===== config.mk =====
export PLATFORM = sky130hd
export DESIGN_NAME = iq_level_meter_flat
export DESIGN_NICKNAME = d
export VERILOG_FILES = /design/src/hw/rtl/iqm_pkg.sv /design/src/hw/rtl/iqm_if.sv /design/src/hw/rtl/iqm_regs.sv /design/src/hw/rtl/iqm_ctrl.sv /design/src/hw/rtl/iqm_datapath.sv /design/src/hw/rtl/iq_level_meter.sv /design/src/flat_wrapper.sv
export SDC_FILE = /design/constraint.sdc
export NUM_CORES = 2
export LEC_CHECK = 0
export ABC_CLOCK_PERIOD_IN_PS = 23600
export BUFFER_PORTS_ARGS = -buffer_cell sky130_fd_sc_hd__buf_2
export CELL_PAD_IN_SITES_DETAIL_PLACEMENT = 1
export CELL_PAD_IN_SITES_GLOBAL_PLACEMENT = 2
export CORE_MARGIN = 3
export CORE_UTILIZATION = 45
export CTS_CLUSTER_DIAMETER = 30
export DETAILED_ROUTE_END_ITERATION = 10
export PLACE_DENSITY = 0.95
export SLEW_MARGIN = 15
export SYNTH_ARGS = -nofsm -noshare
export SYNTH_HDL_FRONTEND = slang
export SYNTH_HIERARCHICAL = 1
export SYNTH_SLANG_ARGS = --single-unit

===== constraint.sdc =====
create_clock -name clk -period 23.6 [get_ports clk]
set_input_delay 4.72 -clock clk [delete_from_list [all_inputs] [get_ports clk]]
set_output_delay 4.72 -clock clk [all_outputs]
set_load 0.03 [all_outputs]

===== src/hw/rtl/iqm_pkg.sv =====
// Shared types and constants for the I/Q level meter.
// Used by the register block, controller, datapath and top level; no dependencies.
`timescale 1ns / 1ps

package iqm_pkg;

  // APB address width: three 32-bit registers at byte offsets 0, 4, 8
  localparam int AddrW = 4;

  localparam logic [1:0] REG_MODE   = 2'd0;
  localparam logic [1:0] REG_DECAY  = 2'd1;
  localparam logic [1:0] REG_PERIOD = 2'd2;

  localparam logic [15:0] DecayReset  = 16'd65470;
  localparam logic [15:0] PeriodReset = 16'd4096;

  typedef enum logic [1:0] {
    MODE_ABS_I   = 2'd0,
    MODE_ABS_Q   = 2'd1,
    MODE_MAX_ABS = 2'd2,
    MODE_POWER   = 2'd3
  } mode_t;

  typedef struct packed {
    mode_t       mode;
    logic [15:0] decay;
    logic [15:0] period;
  } cfg_t;

  typedef enum logic [2:0] {
    ST_IDLE,
    ST_SQUARE,
    ST_LEVEL,
    ST_WEIGHT,
    ST_COMMIT
  } state_t;

  typedef struct packed {
    logic load;
    logic square;
    logic level;
    logic weight;
    logic commit;
  } dp_cmd_t;

  typedef struct packed {
    logic emit;
    logic out_busy;
  } dp_status_t;

endpackage


===== src/hw/rtl/iqm_if.sv =====
// Valid/ready channel interfaces for the I/Q level meter: sample pairs in, records out.
// No dependencies.
`timescale 1ns / 1ps

interface iqm_sample_if #(
  parameter int SAMPLE_BITS = 16
);
  logic                          valid;
  logic                          ready;
  logic signed [SAMPLE_BITS-1:0] sample_i;
  logic signed [SAMPLE_BITS-1:0] sample_q;

  modport source (output valid, output sample_i, output sample_q, input ready);
  modport sink   (input valid, input sample_i, input sample_q, output ready);
endinterface

interface iqm_record_if;
  logic        valid;
  logic        ready;
  logic [31:0] start_index;
  logic [15:0] sample_total;
  logic [31:0] peak_level;
  logic [47:0] level_sum;
  logic [31:0] average_level;

  modport source (output valid, output start_index, output sample_total,
                  output peak_level, output level_sum, output average_level,
                  input ready);
  modport sink   (input valid, input start_index, input sample_total,
                  input peak_level, input level_sum, input average_level,
                  output ready);
endinterface


===== src/hw/rtl/iqm_regs.sv =====
// APB configuration registers: reduce mode, decay factor, record period.
// Depends on iqm_pkg.
`timescale 1ns / 1ps

module iqm_regs (
  input  logic                     clk,
  input  logic                     rst,
  input  logic                     psel,
  input  logic                     penable,
  input  logic                     pwrite,
  input  logic [iqm_pkg::AddrW-1:0] paddr,
  input  logic [31:0]              pwdata,
  output logic [31:0]              prdata,
  output logic                     pready,
  output iqm_pkg::cfg_t            cfg
);
  import iqm_pkg::*;

  logic wr_en;

  assign pready = 1'b1;
  assign wr_en  = psel & penable & pwrite;

  always_ff @(posedge clk) begin
    if (rst) begin
      cfg.mode   <= MODE_POWER;
      cfg.decay  <= DecayReset;
      cfg.period <= PeriodReset;
    end else if (wr_en) begin
      case (paddr[3:2])
        REG_MODE:   cfg.mode   <= mode_t'(pwdata[1:0]);
        REG_DECAY:  cfg.decay  <= pwdata[15:0];
        REG_PERIOD: cfg.period <= pwdata[15:0];
        default: ;
      endcase
    end
  end

  always_comb begin
    case (paddr[3:2])
      REG_MODE:   prdata = {30'd0, cfg.mode};
      REG_DECAY:  prdata = {16'd0, cfg.decay};
      REG_PERIOD: prdata = {16'd0, cfg.period};
      default:    prdata = '0;
    endcase
  end

endmodule


===== src/hw/rtl/iqm_ctrl.sv =====
// Sequencer for the level meter: steps each item through square, level, weight, commit.
// Depends on iqm_pkg.
`timescale 1ns / 1ps

module iqm_ctrl (
  input  logic                clk,
  input  logic                rst,
  input  logic                in_valid,
  output logic                in_ready,
  input  iqm_pkg::dp_status_t status,
  output iqm_pkg::dp_cmd_t    cmd
);
  import iqm_pkg::*;

  state_t state;
  state_t state_next;
  logic   go;

  // hold commit while a closing record would overwrite one not yet taken
  assign go = ~(status.emit & status.out_busy);

  always_ff @(posedge clk) begin
    if (rst) begin
      state <= ST_IDLE;
    end else begin
      state <= state_next;
    end
  end

  always_comb begin
    case (state)
      ST_IDLE:   state_next = in_valid ? ST_SQUARE : ST_IDLE;
      ST_SQUARE: state_next = ST_LEVEL;
      ST_LEVEL:  state_next = ST_WEIGHT;
      ST_WEIGHT: state_next = ST_COMMIT;
      ST_COMMIT: begin
        if (!go) begin
          state_next = ST_COMMIT;
        end else begin
          state_next = in_valid ? ST_SQUARE : ST_IDLE;
        end
      end
      default:   state_next = ST_IDLE;
    endcase
  end

  always_comb begin
    in_ready   = (state == ST_IDLE) | ((state == ST_COMMIT) & go);
    cmd.load   = in_valid & in_ready;
    cmd.square = (state == ST_SQUARE);
    cmd.level  = (state == ST_LEVEL);
    cmd.weight = (state == ST_WEIGHT);
    cmd.commit = (state == ST_COMMIT) & go;
  end

endmodule


===== src/hw/rtl/iqm_datapath.sv =====
// Level meter datapath: abs/square, level select, peak/sum, decayed average, record register.
// Depends on iqm_pkg and iqm_record_if.
`timescale 1ns / 1ps

module iqm_datapath #(
  parameter int SAMPLE_BITS         = 16,
  parameter int DECAY_FRACTION_BITS = 16
) (
  input  logic                          clk,
  input  logic                          rst,
  input  iqm_pkg::dp_cmd_t              cmd,
  output iqm_pkg::dp_status_t           status,
  input  iqm_pkg::cfg_t                 cfg,
  input  logic signed [SAMPLE_BITS-1:0] sample_i,
  input  logic signed [SAMPLE_BITS-1:0] sample_q,
  iqm_record_if.source                  records
);
  import iqm_pkg::*;

  localparam int SqW    = 2 * SAMPLE_BITS + 1;
  localparam int WideW  = (SqW > 32) ? SqW : 33;
  localparam int Dfb    = DECAY_FRACTION_BITS;
  localparam int ProdW  = 32 + Dfb;
  localparam logic [31:0] DecMax = 32'((64'd1 << Dfb) - 64'd1);
  localparam logic [Dfb:0] One   = (Dfb + 1)'(64'd1 << Dfb);

  logic [SAMPLE_BITS-1:0]   raw_i, raw_q;
  logic [SAMPLE_BITS-1:0]   abs_i_next, abs_q_next;
  logic [SAMPLE_BITS-1:0]   abs_i, abs_q;
  logic [2*SAMPLE_BITS-1:0] sq_i, sq_q;
  logic [2*SAMPLE_BITS-1:0] sq_i_next, sq_q_next;
  logic [SqW-1:0]           sq_sum;
  logic [WideW-1:0]         sq_wide;
  logic [31:0]              power_lvl, ext_i, ext_q;
  logic [31:0]              level, level_next;
  logic [Dfb-1:0]           dec_eff;
  logic [Dfb:0]             dec_comp;
  logic [ProdW-1:0]         pa, pb;
  logic [ProdW:0]           avg_sum;
  logic [31:0]              avg_new;
  logic [48:0]              sum_next;
  logic [15:0]              cnt_next;

  logic [15:0] samples_in_record;
  logic [31:0] running_peak;
  logic [47:0] running_sum;
  logic [31:0] running_average;
  logic [31:0] sample_counter;
  logic [31:0] record_start;
  logic        out_valid;

  // square step: absolute values and their squares
  always_comb begin
    abs_i_next = raw_i[SAMPLE_BITS-1] ? (~raw_i + SAMPLE_BITS'(1)) : raw_i;
    abs_q_next = raw_q[SAMPLE_BITS-1] ? (~raw_q + SAMPLE_BITS'(1)) : raw_q;
    sq_i_next  = abs_i_next * abs_i_next;
    sq_q_next  = abs_q_next * abs_q_next;
  end

  // level step: pick by mode, saturate power to 32 bits
  always_comb begin
    sq_sum    = {1'b0, sq_i} + {1'b0, sq_q};
    sq_wide   = WideW'(sq_sum);
    power_lvl = (|sq_wide[WideW-1:32]) ? 32'hFFFF_FFFF : sq_wide[31:0];
    ext_i     = 32'(abs_i);
    ext_q     = 32'(abs_q);
    case (cfg.mode)
      MODE_ABS_I:   level_next = ext_i;
      MODE_ABS_Q:   level_next = ext_q;
      MODE_MAX_ABS: level_next = (ext_i > ext_q) ? ext_i : ext_q;
      MODE_POWER:   level_next = power_lvl;
      default:      level_next = power_lvl;
    endcase
  end

  // weight step: clamp decay below one, form both products
  always_comb begin
    dec_eff  = (32'(cfg.decay) > DecMax) ? DecMax[Dfb-1:0] : Dfb'(cfg.decay);
    dec_comp = One - {1'b0, dec_eff};
    sum_next = {1'b0, running_sum} + 49'(level);
  end

  // commit step
  always_comb begin
    avg_sum  = {1'b0, pa} + {1'b0, pb};
    avg_new  = avg_sum[Dfb+31:Dfb];
    cnt_next = samples_in_record + 16'd1;
  end

  assign status.emit     = (cnt_next >= cfg.period);
  assign status.out_busy = out_valid & ~records.ready;

  always_ff @(posedge clk) begin
    if (cmd.load) begin
      raw_i <= sample_i;
      raw_q <= sample_q;
    end
    if (cmd.square) begin
      abs_i <= abs_i_next;
      abs_q <= abs_q_next;
      sq_i  <= sq_i_next;
      sq_q  <= sq_q_next;
    end
    if (cmd.level) begin
      level <= level_next;
    end
    if (cmd.weight) begin
      pa <= ProdW'(running_average) * ProdW'(dec_eff);
      pb <= ProdW'(level) * ProdW'(dec_comp);
    end
  end

  always_ff @(posedge clk) begin
    if (rst) begin
      samples_in_record <= '0;
      running_peak      <= '0;
      running_sum       <= '0;
      running_average   <= '0;
      sample_counter    <= '0;
      record_start      <= '0;
    end else begin
      if (cmd.weight) begin
        if (level > running_peak) begin
          running_peak <= level;
        end
        running_sum <= sum_next[48] ? 48'hFFFF_FFFF_FFFF : sum_next[47:0];
      end
      if (cmd.commit) begin
        sample_counter <= sample_counter + 32'd1;
        if (status.emit) begin
          samples_in_record <= '0;
          running_peak      <= '0;
          running_sum       <= '0;
          running_average   <= '0;
          record_start      <= sample_counter + 32'd1;
        end else begin
          samples_in_record <= cnt_next;
          running_average   <= avg_new;
        end
      end
    end
  end

  // record output register
  always_ff @(posedge clk) begin
    if (rst) begin
      out_valid <= 1'b0;
    end else if (cmd.commit && status.emit) begin
      out_valid <= 1'b1;
    end else if (records.ready) begin
      out_valid <= 1'b0;
    end
  end

  always_ff @(posedge clk) begin
    if (cmd.commit && status.emit) begin
      records.start_index   <= record_start;
      records.sample_total  <= cnt_next;
      records.peak_level    <= running_peak;
      records.level_sum     <= running_sum;
      records.average_level <= avg_new;
    end
  end

  assign records.valid = out_valid;

`ifndef SYNTHESIS
  a_no_overwrite: assert property (@(posedge clk) disable iff (rst)
    cmd.commit && status.emit |-> !(out_valid && !records.ready))
    else $error("record register overwritten before it was taken");

  a_close_clears: assert property (@(posedge clk) disable iff (rst)
    cmd.commit && status.emit |=> samples_in_record == '0 && running_average == '0 && out_valid)
    else $error("closing a record did not clear the accumulators");

  a_peak_tracks: assert property (@(posedge clk) disable iff (rst)
    cmd.weight |=> running_peak >= $past(level))
    else $error("running peak below the latest level");
`endif

endmodule


===== src/hw/rtl/iq_level_meter.sv =====
// I/Q level meter top level: APB registers, sequencer and datapath.
// Depends on iqm_pkg, iqm_if, iqm_regs, iqm_ctrl and iqm_datapath.
`timescale 1ns / 1ps

// Each accepted I/Q pair is reduced to a level (abs I, abs Q, larger abs, or
// I*I + Q*Q), folded into the running peak, saturating 48-bit sum and an
// exponentially decayed average, and after record_period pairs one record
// goes out and the accumulators restart. An item passes four registered
// steps (square, level select, decay multiply, commit), and a new item is
// accepted only while idle or as the previous item commits; a closing
// item's record is registered as it commits. The commit step holds, and
// input stays stalled, while a closing record finds the previous record
// still untaken. A configuration write is seen by the next step that reads it, even within an item.
module iq_level_meter #(
  parameter int SAMPLE_BITS         = 16,
  parameter int DECAY_FRACTION_BITS = 16
) (
  input  logic                      clk,
  input  logic                      rst,
  iqm_sample_if.sink                samples,
  iqm_record_if.source              records,
  input  logic                      psel,
  input  logic                      penable,
  input  logic                      pwrite,
  input  logic [iqm_pkg::AddrW-1:0] paddr,
  input  logic [31:0]               pwdata,
  output logic [31:0]               prdata,
  output logic                      pready
);
  import iqm_pkg::*;

  cfg_t       cfg;
  dp_cmd_t    cmd;
  dp_status_t status;

  iqm_regs u_regs (
    .clk     (clk),
    .rst     (rst),
    .psel    (psel),
    .penable (penable),
    .pwrite  (pwrite),
    .paddr   (paddr),
    .pwdata  (pwdata),
    .prdata  (prdata),
    .pready  (pready),
    .cfg     (cfg)
  );

  iqm_ctrl u_ctrl (
    .clk      (clk),
    .rst      (rst),
    .in_valid (samples.valid),
    .in_ready (samples.ready),
    .status   (status),
    .cmd      (cmd)
  );

  iqm_datapath #(
    .SAMPLE_BITS         (SAMPLE_BITS),
    .DECAY_FRACTION_BITS (DECAY_FRACTION_BITS)
  ) u_datapath (
    .clk      (clk),
    .rst      (rst),
    .cmd      (cmd),
    .status   (status),
    .cfg      (cfg),
    .sample_i (samples.sample_i),
    .sample_q (samples.sample_q),
    .records  (records)
  );

endmodule

===== src/flat_wrapper.sv =====
// flat-port wrapper written by rule: the top's interface ports become plain ports
module iq_level_meter_flat import iqm_pkg::*;
#(
  parameter int SAMPLE_BITS         = 16,
  parameter int DECAY_FRACTION_BITS = 16
)
  (clk, rst, psel, penable, pwrite, paddr, pwdata, prdata, pready, samples_valid, samples_sample_i, samples_sample_q, samples_ready, records_valid, records_start_index, records_sample_total, records_peak_level, records_level_sum, records_average_level, records_ready);
  iqm_sample_if #(.SAMPLE_BITS(SAMPLE_BITS)) samples_i ();
  iqm_record_if records_i ();
  input  logic clk;
  input  logic rst;
  input  logic psel;
  input  logic penable;
  input  logic pwrite;
  input  logic [iqm_pkg::AddrW-1:0] paddr;
  input  logic [31:0] pwdata;
  output logic [31:0] prdata;
  output logic pready;
  input wire logic [$bits(samples_i.valid)-1:0] samples_valid;
  input wire logic [$bits(samples_i.sample_i)-1:0] samples_sample_i;
  input wire logic [$bits(samples_i.sample_q)-1:0] samples_sample_q;
  output wire logic [$bits(samples_i.ready)-1:0] samples_ready;
  output wire logic [$bits(records_i.valid)-1:0] records_valid;
  output wire logic [$bits(records_i.start_index)-1:0] records_start_index;
  output wire logic [$bits(records_i.sample_total)-1:0] records_sample_total;
  output wire logic [$bits(records_i.peak_level)-1:0] records_peak_level;
  output wire logic [$bits(records_i.level_sum)-1:0] records_level_sum;
  output wire logic [$bits(records_i.average_level)-1:0] records_average_level;
  input wire logic [$bits(records_i.ready)-1:0] records_ready;
  assign samples_i.valid = samples_valid;
  assign samples_i.sample_i = samples_sample_i;
  assign samples_i.sample_q = samples_sample_q;
  assign samples_ready = samples_i.ready;
  assign records_valid = records_i.valid;
  assign records_start_index = records_i.start_index;
  assign records_sample_total = records_i.sample_total;
  assign records_peak_level = records_i.peak_level;
  assign records_level_sum = records_i.level_sum;
  assign records_average_level = records_i.average_level;
  assign records_i.ready = records_ready;
  iq_level_meter #(.SAMPLE_BITS(SAMPLE_BITS), .DECAY_FRACTION_BITS(DECAY_FRACTION_BITS)) u_core (.clk(clk), .rst(rst), .samples(samples_i), .records(records_i), .psel(psel), .penable(penable), .pwrite(pwrite), .paddr(paddr), .pwdata(pwdata), .prdata(prdata), .pready(pready));
endmodule

==> metrics.cfg <==
[route]
dr.pass1.iters = 5
wl_mm = 231
drc = 0
vias_per_cell = 5.51
drtAntennaViolNets = 0
drt-wirelength-per-cell_um = 21.8
vias = 58300
drtIter0Drc = 3429

[run]
cap_violations = 0

[logic_synthesis]
async_flop_share_pct = 0
yosysMostFrequentCell = inv_1
synth_edf_count = 412
avgSynthCellArea_sq_um = 9.50
synth_common_cells = inv_1, fa_1, nand2_1
synthCells = 8041
yosysTopAreaCellShare_pct = 31.4
yosys_warnings = 6
synth_ff_type = edfxtp_1
syn_area_sq_um = 76400
synth_area_leaders = fa_1, edfxtp_1, ha_1
synth_largest_area_cell = fa_1
ys_types = 105
ys_seq_elements = 642
yosysSeqAreaShare_pct = 22.2

[sta]
min_period_ns = 11.07
slew_viol_final = 0
tightest_slew_ns = 1.28
finalHoldViolations = 0
rsz0062_at_grt = no
finalCritPeriodShare_pct = 46.9
max_freq_ghz = 0.0904
setup_viol = 0
finClkSkew_ns = 0.0706
slew_headroom_pct = 14.4
fin_tns_setup_ns = 0

[floorplanning]
io_pins = 270
start_util_pct = 45.5
die_w_um = 418
rows = 150
dieArea_sq_um = 175000
core_sq_um = 168000
fp.dieH_um = 418

[cts]
clkSinkCount = 642
tritoncts = yes
htree_levels = 4
post_cts_buffers = 0
cts_buffers = 164
clk_pin_slew_worst_paths_ns = 0.05
cts-root-buf = clkbuf_16
cts_buffer_depth = 3
worstSkewPairLatency_ns = 0.82
cts_resized = 0
hold_buffers = 0

[layout]
fin_util_pct = 51.2
final_area_sq_um = 86000
fin_cells = 10600
syn_to_final_growth_pct = 12.6
nNetsFinal = 10100
n_fill_cell = 18800
drive_gt1_share_pct = 8.42

[power]
p_int_uw = 6580
p_sw_uw = 5550
p_leak_uw = 0.0393
p_per_area_nw_per_um2 = 141
power_uw = 12100
p_comb_share_pct = 65.9
power_frac_clock_pct = 19.6
swShare_pct = 45.8
seqPwrFrac_pct = 14.5
vdd.ir_drop.worst_v = 0.000419

[worst_setup_path]
rrSetupSlack_ns = 13.71
startpoint_type = primary input
setup.worst_path.end_class = output pin
regToRegEndpoint = u_core/u_datapath/sq_i[30]
cp_data_arrival_time_ns = 6.35
path_class = in -> out
cp_max_fo = 17
reg2reg_from = u_core/u_datapath/raw_i[0]
critPathRequiredTime_ns = 18.88
reg2reg_depth = 29

[run_status]
status = complete, no violations

[placed_design]
io_buffers = 234
place_area_sq_um = 80000
gp_congestion = 0.877
hpwl_mm = 169
dpl.cell_count = 10300

[hold_path]
hold_depth = 0
worstHoldStart = u_core/u_datapath/record_start[14]
hold_path_end = u_core/u_datapath/records.start_index[14]
hp-class = reg -> reg

[global_route]
grt.total_usage_pct = 26.9
grt_pass1_vias = 67100
grt-ovfl-total = 0
grt_pass1_wl_mm = 369
antenna_found_initial = 0
grt_max_degree = 87

==> power groups by stage <==
stage | clock, uW | combinational, uW | sequential [uW]
2_1_floorplan | 0 | 5890 | 1730
3_3_place_gp | 0 | 7300 | 1770
3_5_place_dp | 0 | 7730 | 1780
4_1_cts | 2420 | 7960 | 1760
5_1_grt | 2480 | 8950 | 1760
6_report | 2380 | 7990 | 1760
==> how the worst max path moves through the flow <==
stage | start | endpoint | slack, ns | depth (start not counted)
after floorplan | records_ready | u_core/u_datapath/records.average_level[0] | 12.64 | 8
after global placement | paddr[3] | prdata[0] | 12.72 | 5
after detailed placement | paddr[3] | prdata[1] | 12.66 | 5
after CTS | paddr[3] | prdata[0] | 12.64 | 5
after global routing | paddr[3] | prdata[0] | 12.49 | 5
final | paddr[3] | prdata[1] | 12.53 | 5
==> state kept, by name, indices dropped and copies added, names as in the netlist <==
name                                     cells
u_core/u_datapath/pa                        48
u_core/u_datapath/pb                        48
u_core/u_datapath/records.level_sum         48
u_core/u_datapath/running_sum               48
u_core/u_regs/cfg                           34
u_core/u_datapath/level                     32
u_core/u_datapath/record_start              32
u_core/u_datapath/records.average_level     32
u_core/u_datapath/records.peak_level        32
u_core/u_datapath/records.start_index       32
u_core/u_datapath/running_average           32
u_core/u_datapath/running_peak              32
u_core/u_datapath/sample_counter            32
u_core/u_datapath/sq_i                      30
u_core/u_datapath/sq_q                      30
u_core/u_datapath/abs_i                     16
u_core/u_datapath/abs_q                     16
u_core/u_datapath/raw_i                     16
u_core/u_datapath/raw_q                     16
u_core/u_datapath/records.sample_total      16
u_core/u_datapath/samples_in_record         16
u_core/u_ctrl/state                          3
u_core/u_datapath/records.valid              1
==> cell usage in the layout (no fill, tap or decap), drive strengths merged, types with 49 or more instances in the layout <==
master,Yosys,routed
mux2i,49,49
nand2,1063,1063
and2,311,311
inv,1570,1581
a21o,127,127
xor2,136,136
nor2,398,398
nand2b,64,64
a21oi,317,317
clkinv,7,66
nand4,54,54
nand3,114,114
a211oi,59,59
buf,38,353
ha,605,605
dfxtp,230,230
edfxtp,412,412
fa,1198,1198
xnor2,209,209
clkbuf,324,196
o21ai,213,213
nor3,63,63
and3,49,49
==> stage by stage <==
step | hold WS, ns | worst slack (ns)
after floorplan | 0.408 | 12.64
after global placement | 0.418 | 12.72
after detailed placement | 0.419 | 12.66
after CTS | 0.434 | 12.64
after global routing | 0.452 | 12.49
final | 0.426 | 12.53
==> metal layers <==
| layer | vias to the layer above | track usage [%] | wire [um] |
|---|---|---|---|
| li1 | 25700 | - | - |
| met1 | 30400 | 32.7 | 91800 |
| met2 | 1650 | 47.4 | 117000 |
| met3 | 527 | 4.04 | 11700 |
| met4 | 0 | 11.3 | 9800 |
| met5 | - | 0 | 0 |
==> layout make-up <==
type,instances,area (sq um),area share (%)
Multi-Input combinational cell,5497,52300,60.9
Clock buffer,196,4360,5.07
Timing Repair Buffer,353,2070,2.40
Sequential cell,642,17000,19.7
Tap cell,2204,2760,3.21
Clock inverter,111,1560,1.81
Antenna cell,1,2.50,0.00291
Inverter,1577,5920,6.88
==> critical path, cell delays in order <==
cell	delay [ns]
buf_2	0.15
nor2b_1	0.94
nand2_1	0.14
o21ai_0	0.15
buf_2	0.24
==> cells by family (layout without fill, tap and decap cells) <==
logic type / Yosys count / in the layout / synth area share (%)
and+or+nand+nor: 2248 / 2248 / 13.6
adders and majority gates: 1803 / 1803 / 41.3
xor gates and xnor gates: 345 / 345 / 3.97
buffers and inverters: 1939 / 2237 / 9.68
other: 4 / 42 / 0.0197
DFF: 642 / 642 / 22.2
muxes: 49 / 49 / 0.642
AOI/OAI and AO/OA: 1011 / 1011 / 8.58
(Power assumes the default switching activity.)
